<file path="src/hw/rtl/ultrasonic_echo_timer_macros.svh">
// ---------------------------------------------------------------------------
// ultrasonic echo timer assertion macros
// shared concurrent assertion wrappers, clocked on clk, gated by rst_n
// ---------------------------------------------------------------------------
`ifndef ULTRASONIC_ECHO_TIMER_MACROS_SVH
`define ULTRASONIC_ECHO_TIMER_MACROS_SVH

// same-cycle implication
`define UET_ASSERT_SAME(label, ante, cons) \
  label: assert property (@(posedge clk) disable iff (!rst_n) (ante) |-> (cons)) \
    else $error("uet assertion failed");

// next-cycle implication
`define UET_ASSERT_NEXT(label, ante, cons) \
  label: assert property (@(posedge clk) disable iff (!rst_n) (ante) |=> (cons)) \
    else $error("uet assertion failed");

`endif

</file>
<file path="src/hw/rtl/uet_pkg.sv">
// ---------------------------------------------------------------------------
// uet_pkg
// types and constants shared by the ultrasonic echo timer modules
// ---------------------------------------------------------------------------
package uet_pkg;

  localparam int unsigned TICK_W    = 17;
  localparam int unsigned ECHO_W    = 16;
  localparam int unsigned CFG_IDX_W = 8;
  localparam int unsigned CFG_DAT_W = 16;

  localparam logic [ECHO_W-1:0] MAX_ECHO_RST = 16'd18000;

  // register indexes
  localparam logic [CFG_IDX_W-1:0] REG_MAX_ECHO_TIME = 8'd0;
  localparam logic [CFG_IDX_W-1:0] REG_SENSOR_ENABLE = 8'd1;

  typedef enum logic [2:0] {
    PH_IDLE  = 3'd0,
    PH_PRE   = 3'd1,
    PH_PULSE = 3'd2,
    PH_CLEAR = 3'd3,
    PH_RISE  = 3'd4,
    PH_HIGH  = 3'd5
  } phase_t;

  typedef struct packed {
    logic start_req;
    logic echo_level;
  } uet_in_t;

  typedef struct packed {
    logic              trigger_level;
    logic              busy_res;
    logic              done_res;
    logic [ECHO_W-1:0] echo_time;
    logic              no_echo;
  } uet_out_t;

  typedef struct packed {
    logic [ECHO_W-1:0] max_echo_time;
    logic              sensor_enable;
  } uet_cfg_t;

endpackage

</file>
<file path="src/hw/rtl/uet_cfg_regs.sv">
// ---------------------------------------------------------------------------
// uet_cfg_regs
// configuration register file: echo length limit and sensor enable
// ---------------------------------------------------------------------------
module uet_cfg_regs (
  input  logic                           clk,
  input  logic                           rst_n,
  input  logic                           wr_en,
  input  logic [uet_pkg::CFG_IDX_W-1:0]  wr_index,
  input  logic [uet_pkg::CFG_DAT_W-1:0]  wr_data,
  output uet_pkg::uet_cfg_t              cfg
);

  logic [uet_pkg::ECHO_W-1:0] max_echo_r;
  logic [uet_pkg::ECHO_W-1:0] max_echo_nxt;
  logic                       enable_r;
  logic                       enable_nxt;

  always_comb begin
    max_echo_nxt = max_echo_r;
    enable_nxt   = enable_r;
    if (wr_en) begin
      unique case (wr_index)
        uet_pkg::REG_MAX_ECHO_TIME: max_echo_nxt = wr_data[uet_pkg::ECHO_W-1:0];
        uet_pkg::REG_SENSOR_ENABLE: enable_nxt   = wr_data[0];
        default: ;
      endcase
    end
  end

  always_ff @(posedge clk) begin
    if (!rst_n) begin
      max_echo_r <= uet_pkg::MAX_ECHO_RST;
      enable_r   <= 1'b1;
    end else begin
      max_echo_r <= max_echo_nxt;
      enable_r   <= enable_nxt;
    end
  end

  assign cfg.max_echo_time = max_echo_r;
  assign cfg.sensor_enable = enable_r;

endmodule

</file>
<file path="src/hw/rtl/uet_ping_fsm.sv">
// ---------------------------------------------------------------------------
// uet_ping_fsm
// ping sequencer: pre-delay, trigger pulse, echo wait and echo timing
// ---------------------------------------------------------------------------
module uet_ping_fsm #(
  parameter int unsigned START_TIMEOUT  = 18000,
  parameter int unsigned PRE_DELAY      = 4,
  parameter int unsigned PULSE_TICKS    = 10,
  parameter int unsigned OVERHEAD_TICKS = 5
) (
  input  logic               clk,
  input  logic               rst_n,
  input  logic               step,
  input  uet_pkg::uet_in_t   item,
  input  uet_pkg::uet_cfg_t  cfg,
  output uet_pkg::uet_out_t  result
);

  localparam int unsigned TW = uet_pkg::TICK_W;
  localparam int unsigned EW = uet_pkg::ECHO_W;

  uet_pkg::phase_t phase_r;
  uet_pkg::phase_t phase_nxt;
  uet_pkg::phase_t start_phase;
  logic [TW-1:0]   cnt_r;
  logic [TW-1:0]   cnt_nxt;
  logic [TW-1:0]   start_cnt;
  logic [TW-1:0]   cnt_inc;
  logic [TW-1:0]   cnt_diff;
  logic [EW-1:0]   last_time_r;
  logic [EW-1:0]   last_time_nxt;
  logic            last_to_r;
  logic            last_to_nxt;
  logic            go;
  logic            late;
  logic            overrun;
  logic            trig;
  logic            done;

  assign go       = item.start_req && cfg.sensor_enable;
  assign cnt_inc  = cnt_r + TW'(1);
  assign cnt_diff = cnt_r - TW'(OVERHEAD_TICKS);
  assign late     = cnt_r > TW'(START_TIMEOUT);
  assign overrun  = cnt_r > {1'b0, cfg.max_echo_time};

  // phase and count entered on an accepted start
  always_comb begin
    if (PRE_DELAY > 0) begin
      if (PRE_DELAY <= 1) begin
        start_phase = uet_pkg::PH_PULSE;
        start_cnt   = '0;
      end else begin
        start_phase = uet_pkg::PH_PRE;
        start_cnt   = TW'(1);
      end
    end else begin
      if (PULSE_TICKS <= 1) begin
        start_phase = uet_pkg::PH_CLEAR;
        start_cnt   = '0;
      end else begin
        start_phase = uet_pkg::PH_PULSE;
        start_cnt   = TW'(1);
      end
    end
  end

  // next state
  always_comb begin
    phase_nxt     = phase_r;
    cnt_nxt       = cnt_r;
    last_time_nxt = last_time_r;
    last_to_nxt   = last_to_r;
    unique case (phase_r) inside
      uet_pkg::PH_IDLE: begin
        if (go) begin
          phase_nxt = start_phase;
          cnt_nxt   = start_cnt;
        end
      end
      uet_pkg::PH_PRE: begin
        if (cnt_inc >= TW'(PRE_DELAY)) begin
          phase_nxt = uet_pkg::PH_PULSE;
          cnt_nxt   = '0;
        end else begin
          cnt_nxt = cnt_inc;
        end
      end
      uet_pkg::PH_PULSE: begin
        if (cnt_inc >= TW'(PULSE_TICKS)) begin
          phase_nxt = uet_pkg::PH_CLEAR;
          cnt_nxt   = '0;
        end else begin
          cnt_nxt = cnt_inc;
        end
      end
      uet_pkg::PH_CLEAR, uet_pkg::PH_RISE: begin
        if (item.echo_level) begin
          if (phase_r == uet_pkg::PH_CLEAR && !late) begin
            cnt_nxt = cnt_inc;
          end else begin
            phase_nxt = uet_pkg::PH_HIGH;
            cnt_nxt   = TW'(1);
          end
        end else if (late) begin
          phase_nxt     = uet_pkg::PH_IDLE;
          cnt_nxt       = '0;
          last_time_nxt = '0;
          last_to_nxt   = 1'b1;
        end else begin
          phase_nxt = uet_pkg::PH_RISE;
          cnt_nxt   = cnt_inc;
        end
      end
      uet_pkg::PH_HIGH: begin
        if (item.echo_level) begin
          if (overrun) begin
            phase_nxt     = uet_pkg::PH_IDLE;
            cnt_nxt       = '0;
            last_time_nxt = '0;
            last_to_nxt   = 1'b1;
          end else begin
            cnt_nxt = cnt_inc;
          end
        end else begin
          phase_nxt     = uet_pkg::PH_IDLE;
          cnt_nxt       = '0;
          last_time_nxt = cnt_diff[EW-1:0];
          last_to_nxt   = 1'b0;
        end
      end
      default: begin
        phase_nxt = uet_pkg::PH_IDLE;
        if (go) begin
          phase_nxt = start_phase;
          cnt_nxt   = start_cnt;
        end
      end
    endcase
  end

  // per-tick outputs
  always_comb begin
    trig = 1'b0;
    done = 1'b0;
    unique case (phase_r) inside
      uet_pkg::PH_PULSE:                   trig = 1'b1;
      uet_pkg::PH_CLEAR, uet_pkg::PH_RISE: done = !item.echo_level && late;
      uet_pkg::PH_HIGH:                    done = item.echo_level ? overrun : 1'b1;
      uet_pkg::PH_PRE:                     ;
      default:                             trig = go && (PRE_DELAY == 0);
    endcase
  end

  always_ff @(posedge clk) begin
    if (!rst_n) begin
      phase_r     <= uet_pkg::PH_IDLE;
      cnt_r       <= '0;
      last_time_r <= '0;
      last_to_r   <= 1'b0;
    end else if (step) begin
      phase_r     <= phase_nxt;
      cnt_r       <= cnt_nxt;
      last_time_r <= last_time_nxt;
      last_to_r   <= last_to_nxt;
    end
  end

  assign result.trigger_level = trig;
  assign result.busy_res      = phase_nxt != uet_pkg::PH_IDLE;
  assign result.done_res      = done;
  assign result.echo_time     = last_time_nxt;
  assign result.no_echo       = last_to_nxt;

endmodule

</file>
<file path="src/hw/rtl/ultrasonic_echo_timer.sv">
// ---------------------------------------------------------------------------
// ultrasonic_echo_timer
// ultrasonic rangefinder ping sequencer and echo timer, one tick per item
// ---------------------------------------------------------------------------
// usage:
//   each input transaction on in_* is one microsecond tick carrying the
//   start request and the sampled echo level. every input transaction gives
//   exactly one result transaction on out_*: trigger pin level, busy, done,
//   last echo time and the no-echo flag.
//   cfg_* writes the echo length limit (index 0) and sensor enable (index 1);
//   cfg_ready stays high: the user must hold writes until the block is idle.
// pipeline and throughput:
//   a taken tick passes the input register, then the result register;
//   one tick per cycle sustained while out_stall is low, set by the per-tick
//   phase and counter update in the sequencer.
// reset:
//   rst_n low returns the sequencer to idle, clears the last result and
//   reloads the registers (limit 18000, sensor enabled); both channels empty.
// stall:
//   out_stall holds the result register; one more tick is taken into the
//   input register, after which in_stall rises until the result drains.
// ---------------------------------------------------------------------------
module ultrasonic_echo_timer #(
  parameter int unsigned START_TIMEOUT  = 18000,
  parameter int unsigned PRE_DELAY      = 4,
  parameter int unsigned PULSE_TICKS    = 10,
  parameter int unsigned OVERHEAD_TICKS = 5
) (
  input  logic                          clk,
  input  logic                          rst_n,
  input  logic                          in_valid,
  output logic                          in_stall,
  input  uet_pkg::uet_in_t              in_data,
  output logic                          out_valid,
  input  logic                          out_stall,
  output uet_pkg::uet_out_t             out_data,
  input  logic                          cfg_valid,
  output logic                          cfg_ready,
  input  logic [uet_pkg::CFG_IDX_W-1:0] cfg_index,
  input  logic [uet_pkg::CFG_DAT_W-1:0] cfg_data
);

`include "ultrasonic_echo_timer_macros.svh"

  logic              s1_valid_r;
  logic              s1_valid_nxt;
  uet_pkg::uet_in_t  s1_data_r;
  logic              out_valid_r;
  logic              out_valid_nxt;
  uet_pkg::uet_out_t out_data_r;
  uet_pkg::uet_out_t fsm_result;
  uet_pkg::uet_cfg_t cfg;
  logic              out_adv;
  logic              fire;
  logic              in_acc;

  assign cfg_ready = 1'b1;

  uet_cfg_regs u_cfg (
    .clk      (clk),
    .rst_n    (rst_n),
    .wr_en    (cfg_valid && cfg_ready),
    .wr_index (cfg_index),
    .wr_data  (cfg_data),
    .cfg      (cfg)
  );

  uet_ping_fsm #(
    .START_TIMEOUT  (START_TIMEOUT),
    .PRE_DELAY      (PRE_DELAY),
    .PULSE_TICKS    (PULSE_TICKS),
    .OVERHEAD_TICKS (OVERHEAD_TICKS)
  ) u_fsm (
    .clk    (clk),
    .rst_n  (rst_n),
    .step   (fire),
    .item   (s1_data_r),
    .cfg    (cfg),
    .result (fsm_result)
  );

  assign out_adv  = !out_valid_r || !out_stall;
  assign fire     = s1_valid_r && out_adv;
  assign in_stall = s1_valid_r && !out_adv;
  assign in_acc   = in_valid && !in_stall;

  always_comb begin
    s1_valid_nxt = s1_valid_r;
    if (in_acc) begin
      s1_valid_nxt = 1'b1;
    end else if (fire) begin
      s1_valid_nxt = 1'b0;
    end
    out_valid_nxt = out_adv ? fire : out_valid_r;
  end

  always_ff @(posedge clk) begin
    if (!rst_n) begin
      s1_valid_r  <= 1'b0;
      out_valid_r <= 1'b0;
    end else begin
      s1_valid_r  <= s1_valid_nxt;
      out_valid_r <= out_valid_nxt;
    end
  end

  always_ff @(posedge clk) begin
    if (in_acc) begin
      s1_data_r <= in_data;
    end
    if (fire) begin
      out_data_r <= fsm_result;
    end
  end

  assign out_valid = out_valid_r;
  assign out_data  = out_data_r;

  `UET_ASSERT_NEXT(a_fire_gives_result, fire, out_valid)
  `UET_ASSERT_SAME(a_done_not_busy, out_valid && out_data.done_res, !out_data.busy_res)
  `UET_ASSERT_SAME(a_trig_busy, out_valid && out_data.trigger_level, out_data.busy_res)
  `UET_ASSERT_SAME(a_no_echo_zero, out_valid && out_data.no_echo, out_data.echo_time == '0)

endmodule

</file>
<file path="config.mk">
export PLATFORM = sky130hd
export DESIGN_NAME = ultrasonic_echo_timer
export DESIGN_NICKNAME = d
export VERILOG_FILES = /design/src/hw/rtl/uet_pkg.sv /design/src/hw/rtl/uet_cfg_regs.sv /design/src/hw/rtl/uet_ping_fsm.sv /design/src/hw/rtl/ultrasonic_echo_timer.sv
export VERILOG_INCLUDE_DIRS = /design/src /design/src/hw/rtl
export SDC_FILE = /design/constraint.sdc
export NUM_CORES = 1
export LEC_CHECK = 0
export BUFFER_PORTS_ARGS = -buffer_cell sky130_fd_sc_hd__buf_2
export CAP_MARGIN = 40
export CORE_MARGIN = 10
export CORE_UTILIZATION = 60
export CTS_BUF_LIST = sky130_fd_sc_hd__clkbuf_4
export DETAILED_ROUTE_END_ITERATION = 8
export PLACE_DENSITY = 0.92
export SYNTH_ARGS = -nofsm -noshare
export SYNTH_HDL_FRONTEND = slang
export SYNTH_SLANG_ARGS = --single-unit
</file>
<file path="constraint.sdc">
create_clock -name clk -period 3.7 [get_ports clk]
set_clock_uncertainty 0.05 [all_clocks]
set_input_delay 0.185 -clock clk [delete_from_list [all_inputs] [get_ports clk]]
set_output_delay 0.185 -clock clk [all_outputs]
set_load 0.02 [all_outputs]
</file>
==> impl_metrics.tcl, run 1 <==
set metrics [dict create \
    synth_top_cell_area_share 0.247 \
    cts.repair.resized 0 \
    hold_viol 0 \
    grt_remaining_overflow 0 \
    rsz0062_at_grt "no" \
    critical_path_peak_fanout 22 \
    slew_headroom 0.491 \
    drt_pass1_iterations 5 \
    ys_ff_latch 78 \
    antenna_found_initial 0 \
    row_count 31 \
    htree_levels 3 \
    finalCritPeriodShare 0.957 \
    ys.flop_type "dfxtp_1" \
    synth_top_cell_by_area "dfxtp_1" \
    power.leakage_nw 2.21 \
    clock_sink_count 78 \
    grt_pass1_vias 4175 \
    drt_iter0_drc 511 \
    synthTopCellsByArea "dfxtp_1 25%, edfxtp_1 15%, ha_1 5.5%, a21oi_1 4.8%, nand2_1 4.8%" \
    die_height_um 107 \
    vias 4391 \
    start_kind "flip-flop" \
    setup_violations 0 \
    worstPathCellList "ha_1 > nand4_1 > or4_1 > xor2_1 > o21ai_1 > a2111o_1 > a21oi_4 > buf_4 > nand2b_1 > a31oi_1" \
    hpwl_um 8240 \
    power.density_nw_per_um2 307 \
    cts_tree "done" \
    die_x_um 107 \
    synth_commonest_cells "58 x nand2_1, 56 x dfxtp_1, 48 x nor2_1, 44 x a21oi_1, 34 x o21ai_0" \
    num_antenna_cells 0 \
    hold_path.class "primary input to flip-flop" \
    crit_path_end_kind "flip-flop" \
    arrival_ps 3870 \
    cp_slowest_cell "or4_1" \
    gp_congestion 0.942 \
    root_buffer "clkbuf_4" \
    fin_setup_tns_ps 0 \
    maxCapViolCount 0 \
    wl_per_cell_um 17.3 \
    fin_crit_ps 3540 \
    ant_nets 0 \
    crit_type "flip-flop to flip-flop" \
    yosysMostFrequentCell "nand2_1" \
    synth_edf_count 22 \
    yosys_warnings 0 \
    dieArea_um2 11500 \
    slew_viol_final 0 \
    core_region_area_um2 7290 \
    syn_avg_cell_area_um2 8.37 \
    post_cts_buffers 0 \
    syn_area_um2 4550 \
    grt_use_total 0.214 \
    place_area_um2 4850 \
    irDropWorstVdd_uv 161 \
    final_nets 651 \
    syn_inst 543 \
    stdcell_area_um2 5230 \
    grt_first_pass_wirelength_um 20300 \
    place.port_buffers 52 \
    drc 0 \
    clkTransAtPathRegs_ps 140 \
    async_reset_ff_frac 0 \
    required_ps 4030 \
    pin_count 54 \
    insertion_delay_ps 460 \
    ys_types 62 \
    grt_max_degree 37 \
    yosysSeqAreaShare 0.392 \
    cts-buffers-inserted 9 \
    worstMarginPinSlew_ps 762 \
    status "finished clean" \
    routed_wirelength_um 12200 \
    start_util 0.623 \
    max_freq_mhz 282 \
    syn-num-nets 594 \
    post_route_cells_drive_above_1_share 0.149 \
    clock_path_buffers 2 \
    syn_to_final_growth_pct 15.0 \
    vias_per_cell 6.24 \
    cp_slowest_stage_delay_ps 670 \
]
## layer usage
layer  part of all wire  wire (um)  vias to the layer above  GRT usage
met5                  0          0                        -          0
met4              0.030        370                        0     0.0928
met3              0.089       1090                       45     0.0473
met2               0.49       5950                      253      0.356
met1               0.39       4770                     2044      0.259
li1                   -          -                     2049          -
## critical path, delay by kind of cell, from the launching register on
| family | cells | cell delay (ps) |
|---|---|---|
| AOI/OAI and AO/OA | 4 | 950 |
| xor gates and xnor gates | 1 | 160 |
| adders and majority gates | 1 | 370 |
| buffers and inverters | 1 | 270 |
| DFF | 1 | 540 |
| and+or+nand+nor | 3 | 1100 |
## area by class of cell
class	instances	area, um2
multi-input cells	395	2450
fillers	528	2060
flip-flops and latches	78	1780
repair buffers	87	616
well taps	99	124
inverters	29	109
clock inverters	7	80.1
clock buffers	9	67.6
## registers in the layout, indices dropped and copies added, names as in the netlist
register           flops
out_data              20
u_fsm.cnt_r           17
u_cfg.max_echo_r      16
u_fsm.last_time_r     16
u_fsm.phase_r          3
s1_data_r              2
out_valid              1
s1_valid_r             1
u_cfg.enable_r         1
u_fsm.last_to_r        1
## through the flow
stage | setup slack [ps] | instances | power, mW | hold WS, ps | utilization
finish | 160 | 704 | 1.61 | 20.5 | 0.717
global route | 10.9 | 704 | 1.66 | 35.4 | 0.717
CTS | 260 | 704 | 1.61 | 5.51 | 0.717
detailed placement | 337 | 665 | 1.06 | 322 | 0.665
global placement | 396 | 662 | 1.05 | 315 | 0.657
floorplan | 741 | 543 | 1.01 | 234 | -
## power breakdown
group	switching, mW	internal (mW)
clock network	0.333	0.213
logic	0.0904	0.0612
registers	0.0133	0.894
## cell usage in the layout, fill, tap and decap left out, types with 5 or more instances in the layout
cell type / count
nand2_1: 58
dfxtp_1: 56
buf_2: 52
nor2_1: 47
a21oi_1: 44
o21ai_0: 34
inv_1: 29
dlygate4sd3_1: 23
edfxtp_1: 22
ha_1: 20
a21o_1: 19
nand3_1: 15
nor3_1: 15
mux2i_1: 14
a31oi_1: 10
or3_1: 10
clkbuf_4: 9
buf_4: 9
xor2_1: 8
xnor2_1: 8
nand4_1: 6
o211ai_1: 6
a211oi_1: 5
## worst paths after layout
path / start / to / slack (ps) / depth (start not counted)
setup / recovery: u_fsm.cnt_r[1] / u_fsm.cnt_r[10] / 160 / 10
hold / removal: rst_n / u_cfg.max_echo_r[4] / 20 / 2
setup reg to reg: u_fsm.cnt_r[1] / u_fsm.cnt_r[10] / 160 / 10
hold reg to reg: u_fsm.last_time_r[4] / u_fsm.last_time_r[4] / 440 / 2
## logic make-up after synthesis
kind of cell | count (synthesis) | share of synthesized area
buffers and inverters | 70 | 0.0702
muxes | 14 | 0.0308
adders and majority gates | 20 | 0.0551
and+or+nand+nor | 188 | 0.200
DFF | 78 | 0.392
xor gates and xnor gates | 16 | 0.0308
other | 1 | 0.000825
AOI/OAI and AO/OA | 156 | 0.220
## what timing repair did
action,CTS,global route
endpoints found under the hold margin,21,0
hold buffers,23,0
setup endpoints to repair,0,0
No activity file was read; power rests on OpenSTA's default activity.
==> run 2: changes to the inputs <==
--- a/config.mk
+++ b/config.mk
@@ -6,6 +6,7 @@
 export SDC_FILE = /design/constraint.sdc
 export NUM_CORES = 1
 export LEC_CHECK = 0
+export ABC_CLOCK_PERIOD_IN_PS = 3700
 export BUFFER_PORTS_ARGS = -buffer_cell sky130_fd_sc_hd__buf_2
 export CAP_MARGIN = 40
 export CORE_MARGIN = 10
@@ -13,6 +14,7 @@
 export CTS_BUF_LIST = sky130_fd_sc_hd__clkbuf_4
 export DETAILED_ROUTE_END_ITERATION = 8
 export PLACE_DENSITY = 0.92
+export RECOVER_POWER = 50
 export SYNTH_ARGS = -nofsm -noshare
 export SYNTH_HDL_FRONTEND = slang
 export SYNTH_SLANG_ARGS = --single-unit
==> run 2 against run 1 <==
Against the previous run:
- the run now ends with capacitance limit, slew limit left
- cell area fell by 0.89%
- global-route usage stayed put
- setup slack gained 9.2 ps
- combinational power fell by 3%
- utilization shrank 0.63 points
- clock power barely moved
- cell count unchanged
- count of clock-buffer cells in the layout unchanged
- routed wire length up 0.17%
- sequential power about the same
- critical path depth unchanged
- first-iteration DRC count up 8.0%
==> impl_metrics.tcl, run 2 (same netlist as run 1, synthesis figures left out) <==
set metrics [dict create \
    status "complete, but fails checks" \
    failed_checks "capacitance limit, slew limit" \
    htree_levels 3 \
    place_area_um2 4850 \
    grt_use_total 0.214 \
    critical_path_peak_fanout 22 \
    place.port_buffers 52 \
    layout_common_cells "58 x nand2_1, 56 x dfxtp_1, 48 x nor2_1" \
    vias 4413 \
    fin_setup_tns_ps 0 \
    die_height_um 107 \
    worst_hold_slack_ps 22.8 \
    slew_headroom -0.132 \
    finalCritPeriodShare 0.954 \
    grt_first_pass_wirelength_um 20300 \
    core_region_area_um2 7290 \
    fin_crit_ps 3530 \
    post_cts_buffers 0 \
    worst-path-buf-inv 1 \
    crit_type "flip-flop to flip-flop" \
    stdcell_area_um2 5180 \
    hpwl_um 8240 \
    instances_no_fill 704 \
    grt_remaining_overflow 0 \
    crit_path_start "u_fsm.cnt_r[1]" \
    max_freq_mhz 283 \
    hold_path.class "primary input to flip-flop" \
    cp-endpoint "u_fsm.cnt_r[10]" \
    post_route_cells_drive_above_1_share 0.106 \
    routed_wirelength_um 12200 \
    drt_pass1_iterations 6 \
    pin_count 54 \
    hold_viol 0 \
    dpl.cell_count 665 \
    fin_util 0.711 \
    r2r_slack_ps 170 \
    setup_violations 0 \
    crit_path_end_kind "flip-flop" \
    die_x_um 107 \
    wl_per_cell_um 17.3 \
    row_count 31 \
    hold_path_startpoint "rst_n" \
    reg2reg_from "u_fsm.cnt_r[1]" \
    drt_iter0_drc 552 \
    insertion_delay_ps 460 \
    worstPathCellList "ha_1 > nand4_1 > or4_1 > xor2_1 > o21ai_1 > a2111o_1 > a21oi_4 > buf_4 > nand2b_1 > a31oi_1" \
    worstMarginPinSlew_ps 1700 \
    grt_pass1_vias 4175 \
    arrival_ps 3860 \
    final_nets 651 \
    ant_nets 0 \
    cp_slowest_cell "or4_1" \
    cts-buffers-inserted 9 \
    cp_slowest_stage_delay_ps 680 \
    vias_per_cell 6.27 \
    drc 0 \
    clock_sink_count 78 \
    power.density_nw_per_um2 309 \
    power.leakage_nw 2.13 \
    cts_tree "done" \
    path_delay_family "simple AND/OR/NAND/NOR gates" \
    gp_congestion 0.942 \
    rsz0062_at_grt "no" \
    layout_commonest_cell "nand2_1" \
    required_ps 4030 \
    root_buffer "clkbuf_4" \
    irDropWorstVdd_uv 161 \
    fill_cells 542 \
    start_kind "flip-flop" \
    cp.depth 10 \
    dieArea_um2 11500 \
    num_antenna_cells 0 \
    r2r-end "u_fsm.cnt_r[10]" \
    slew_viol_final 37 \
    start_util 0.623 \
    r2r_cells 10 \
    antenna_found_initial 0 \
    grt_max_degree 37 \
    largest_reg_flops 20 \
    clkTransAtPathRegs_ps 140 \
    maxCapViolCount 1 \
    syn_to_final_growth_pct 14.0 \
    clock_path_buffers 2 \
]
==> run 2: cell type report <==
class                   instances  area, um2  area share
multi-input cells             395       2450       0.472
inverters                      29        109      0.0210
clock buffers                   9       67.6      0.0130
well taps                      99        124      0.0239
repair buffers                 87        572       0.110
flip-flops and latches         78       1780       0.344
clock inverters                 7       80.1      0.0155
==> run 2: worst min path at each step <==
stage,endpoint,slack (ps),depth (start not counted)
2_1_floorplan,s1_data_r[0],230,0
3_3_place_gp,s1_data_r[0],310,1
3_5_place_dp,s1_data_r[1],320,1
4_1_cts,u_cfg.max_echo_r[9],6,2
5_1_grt,u_cfg.max_echo_r[14],40,2
6_report,u_cfg.max_echo_r[4],20,2
==> run 2: stage by stage <==
stage / setup slack, ps / total power [mW]
floorplan: 741 / 1.01
global placement: 396 / 1.05
detailed placement: 337 / 1.06
CTS: 260 / 1.61
global route: 10.9 / 1.66
finish: 169 / 1.60
==> run 2: power breakdown <==
group | internal [mW] | total [mW] | switching, mW
combinational | 0.0577 | 0.148 | 0.0904
clock | 0.213 | 0.545 | 0.332
sequential | 0.895 | 0.908 | 0.0135
==> run 2: timing repair <==
action,4_1_cts,5_1_grt
hold buffers,23,0
endpoints found under the hold margin,21,0
resized for setup,0,0
==> run 2: routing by layer <==
layer | global-route usage | vias to the layer above | part of all wire
met5 | 0 | - | 0
met4 | 0.0928 | 0 | 0.032
met3 | 0.0473 | 48 | 0.095
met2 | 0.356 | 251 | 0.49
met1 | 0.259 | 2061 | 0.38
li1 | - | 2053 | -
==> run 3: changes to the inputs <==
--- a/config.mk
+++ b/config.mk
@@ -15,6 +15,7 @@
 export DETAILED_ROUTE_END_ITERATION = 8
 export PLACE_DENSITY = 0.92
 export RECOVER_POWER = 50
+export SETUP_SLACK_MARGIN = 0.3
 export SYNTH_ARGS = -nofsm -noshare
 export SYNTH_HDL_FRONTEND = slang
 export SYNTH_SLANG_ARGS = --single-unit
==> run 3 against run 2 <==
Against the previous run:
- the run still ends with capacitance limit, slew limit left
- sequential power about the same
- combinational power about the same
- count of clock-buffer cells in the layout unchanged
- fmax increased by 6.9%
- utilization increased by 0.48 points
- first-iteration DRC count increased by 16%
- cell area increased by 0.68%
- flip-flop and latch count unchanged
==> impl_metrics.tcl, run 3 (same netlist as run 1, synthesis figures left out) <==
set metrics [dict create \
    hold_path_startpoint "rst_n" \
    grt_use_total 0.214 \
    crit_type "flip-flop to flip-flop" \
    vias_per_cell 6.35 \
    place_area_um2 4850 \
    post_route_cells_drive_above_1_share 0.125 \
    multi_input_area_um2 2460 \
    antenna_found_initial 0 \
    drc 0 \
    grt_max_degree 37 \
    fill_cells 543 \
    vias 4486 \
    maxCapViolCount 1 \
    grt_first_pass_wirelength_um 20300 \
    fin_crit_ps 3300 \
    crit_path_end_kind "flip-flop" \
    stdcell_area_um2 5220 \
    core_region_area_um2 7290 \
    row_count 31 \
    syn_to_final_growth_pct 14.8 \
    dpl.cell_count 665 \
    hold_viol 0 \
    layout_commonest_cell "nand2_1" \
    layout_common_cells "58 x nand2_1, 48 x nor2_1, 48 x dfxtp_1" \
    fin_setup_tns_ps 0 \
    critical_path_peak_fanout 22 \
    place_ws_ps 337 \
    grt_remaining_overflow 0 \
    slew_headroom -0.137 \
    start_kind "flip-flop" \
    power.density_nw_per_um2 308 \
    hold_path.class "primary input to flip-flop" \
    die_height_um 107 \
    htree_levels 3 \
    instances_no_fill 707 \
    drt_iter0_drc 643 \
    gp_congestion 0.942 \
    hpwl_um 8240 \
    arrival_ps 3640 \
    reg2reg_from "u_fsm.cnt_r[9]" \
    final_nets 653 \
    worstMarginPinSlew_ps 1710 \
    start_util 0.623 \
    failed_checks "capacitance limit, slew limit" \
    wl_per_cell_um 17.7 \
    routed_wirelength_um 12500 \
    power.leakage_nw 2.13 \
    dieArea_um2 11500 \
    max_freq_mhz 303 \
    largest_reg_flops 20 \
    rsz0062_at_grt "no" \
    root_buffer "clkbuf_4" \
    die_x_um 107 \
    slew_viol_final 37 \
    required_ps 4030 \
    finalCritPeriodShare 0.893 \
    irDropWorstVdd_uv 160 \
    clock_sink_count 78 \
    clkTransAtPathRegs_ps 140 \
    ant_nets 0 \
    pin_count 54 \
    insertion_delay_ps 470 \
    clock_path_buffers 2 \
    cts_tree "done" \
    ff_latch_area_um2 1790 \
    setup_violations 0 \
    worst_hold_slack_ps 13.6 \
    grt_pass1_vias 4175 \
    cts-buffers-inserted 9 \
    place.port_buffers 52 \
    drt_pass1_iterations 6 \
    worst_slack_ps 396 \
    status "complete, but fails checks" \
    crit_path_start "u_fsm.cnt_r[9]" \
]
[run 3: changes by cell type in the layout (fill, tap and decap cells not counted)]
| cell | previous run | this run |
|---|---|---|
| ha_2 | 0 | 1 |
| o31ai_2 | 0 | 1 |
| dfxtp_2 | 0 | 8 |
| ha_1 | 20 | 19 |
| o31ai_1 | 1 | 0 |
| dfxtp_1 | 56 | 48 |
| diode_2 | 0 | 1 |
| buf_4 | 8 | 10 |
[run 3: final timing paths]
path | to | slack, ps | cells after the start
max | u_fsm.cnt_r[10] | 400 | 9
min | u_cfg.max_echo_r[4] | 10 | 2
max reg2reg | u_fsm.cnt_r[10] | 400 | 9
min reg2reg | u_fsm.last_time_r[4] | 440 | 2
[run 3: metrics by stage]
stage | utilization | power, mW
after detailed placement | 0.665 | 1.06
after global placement | 0.657 | 1.05
final | 0.716 | 1.61
after global routing | 0.715 | 1.66
after CTS | 0.717 | 1.61
after floorplan | - | 1.01
[run 3: layout make-up]
cell class,instances,share of cell area
Multi-Input combinational cell,395,0.471
Sequential cell,78,0.343
Timing Repair Buffer,89,0.112
Tap cell,99,0.0237
Inverter,29,0.0209
Clock inverter,7,0.0153
Clock buffer,9,0.0129
Antenna cell,1,0.000480
[run 3: critical path, stage by stage, from the launching register on]
cell and delay (ps):
dfxtp_1 560, nand3_1 220, or4b_1 500, a2111o_1 380, a211o_1 330, a2111o_1 450
a21oi_4 140, buf_4 280, nand2b_1 100, a31oi_1 200
[run 3: power breakdown]
group          internal, mW  total, mW  switching (mW)
clock                 0.213      0.548           0.335
combinational        0.0576      0.149          0.0911
sequential            0.895      0.908          0.0136
total                  1.17       1.61           0.440
[run 3: timing repair]
action / in CTS / in global routing
hold buffers: 23 / 0
buffers inserted: 0 / 2
endpoints found under the setup margin: 2 / 18
hold endpoints to repair: 21 / 0
gates resized for setup: 1 / 9
[run 3: metal layers]
layer | GRT usage | share of wire | vias up
met4 | 0.0928 | 0.042 | 0
li1 | - | - | 2053
met1 | 0.259 | 0.38 | 2078
met3 | 0.0473 | 0.095 | 67
met5 | 0 | 0 | -
met2 | 0.356 | 0.48 | 288
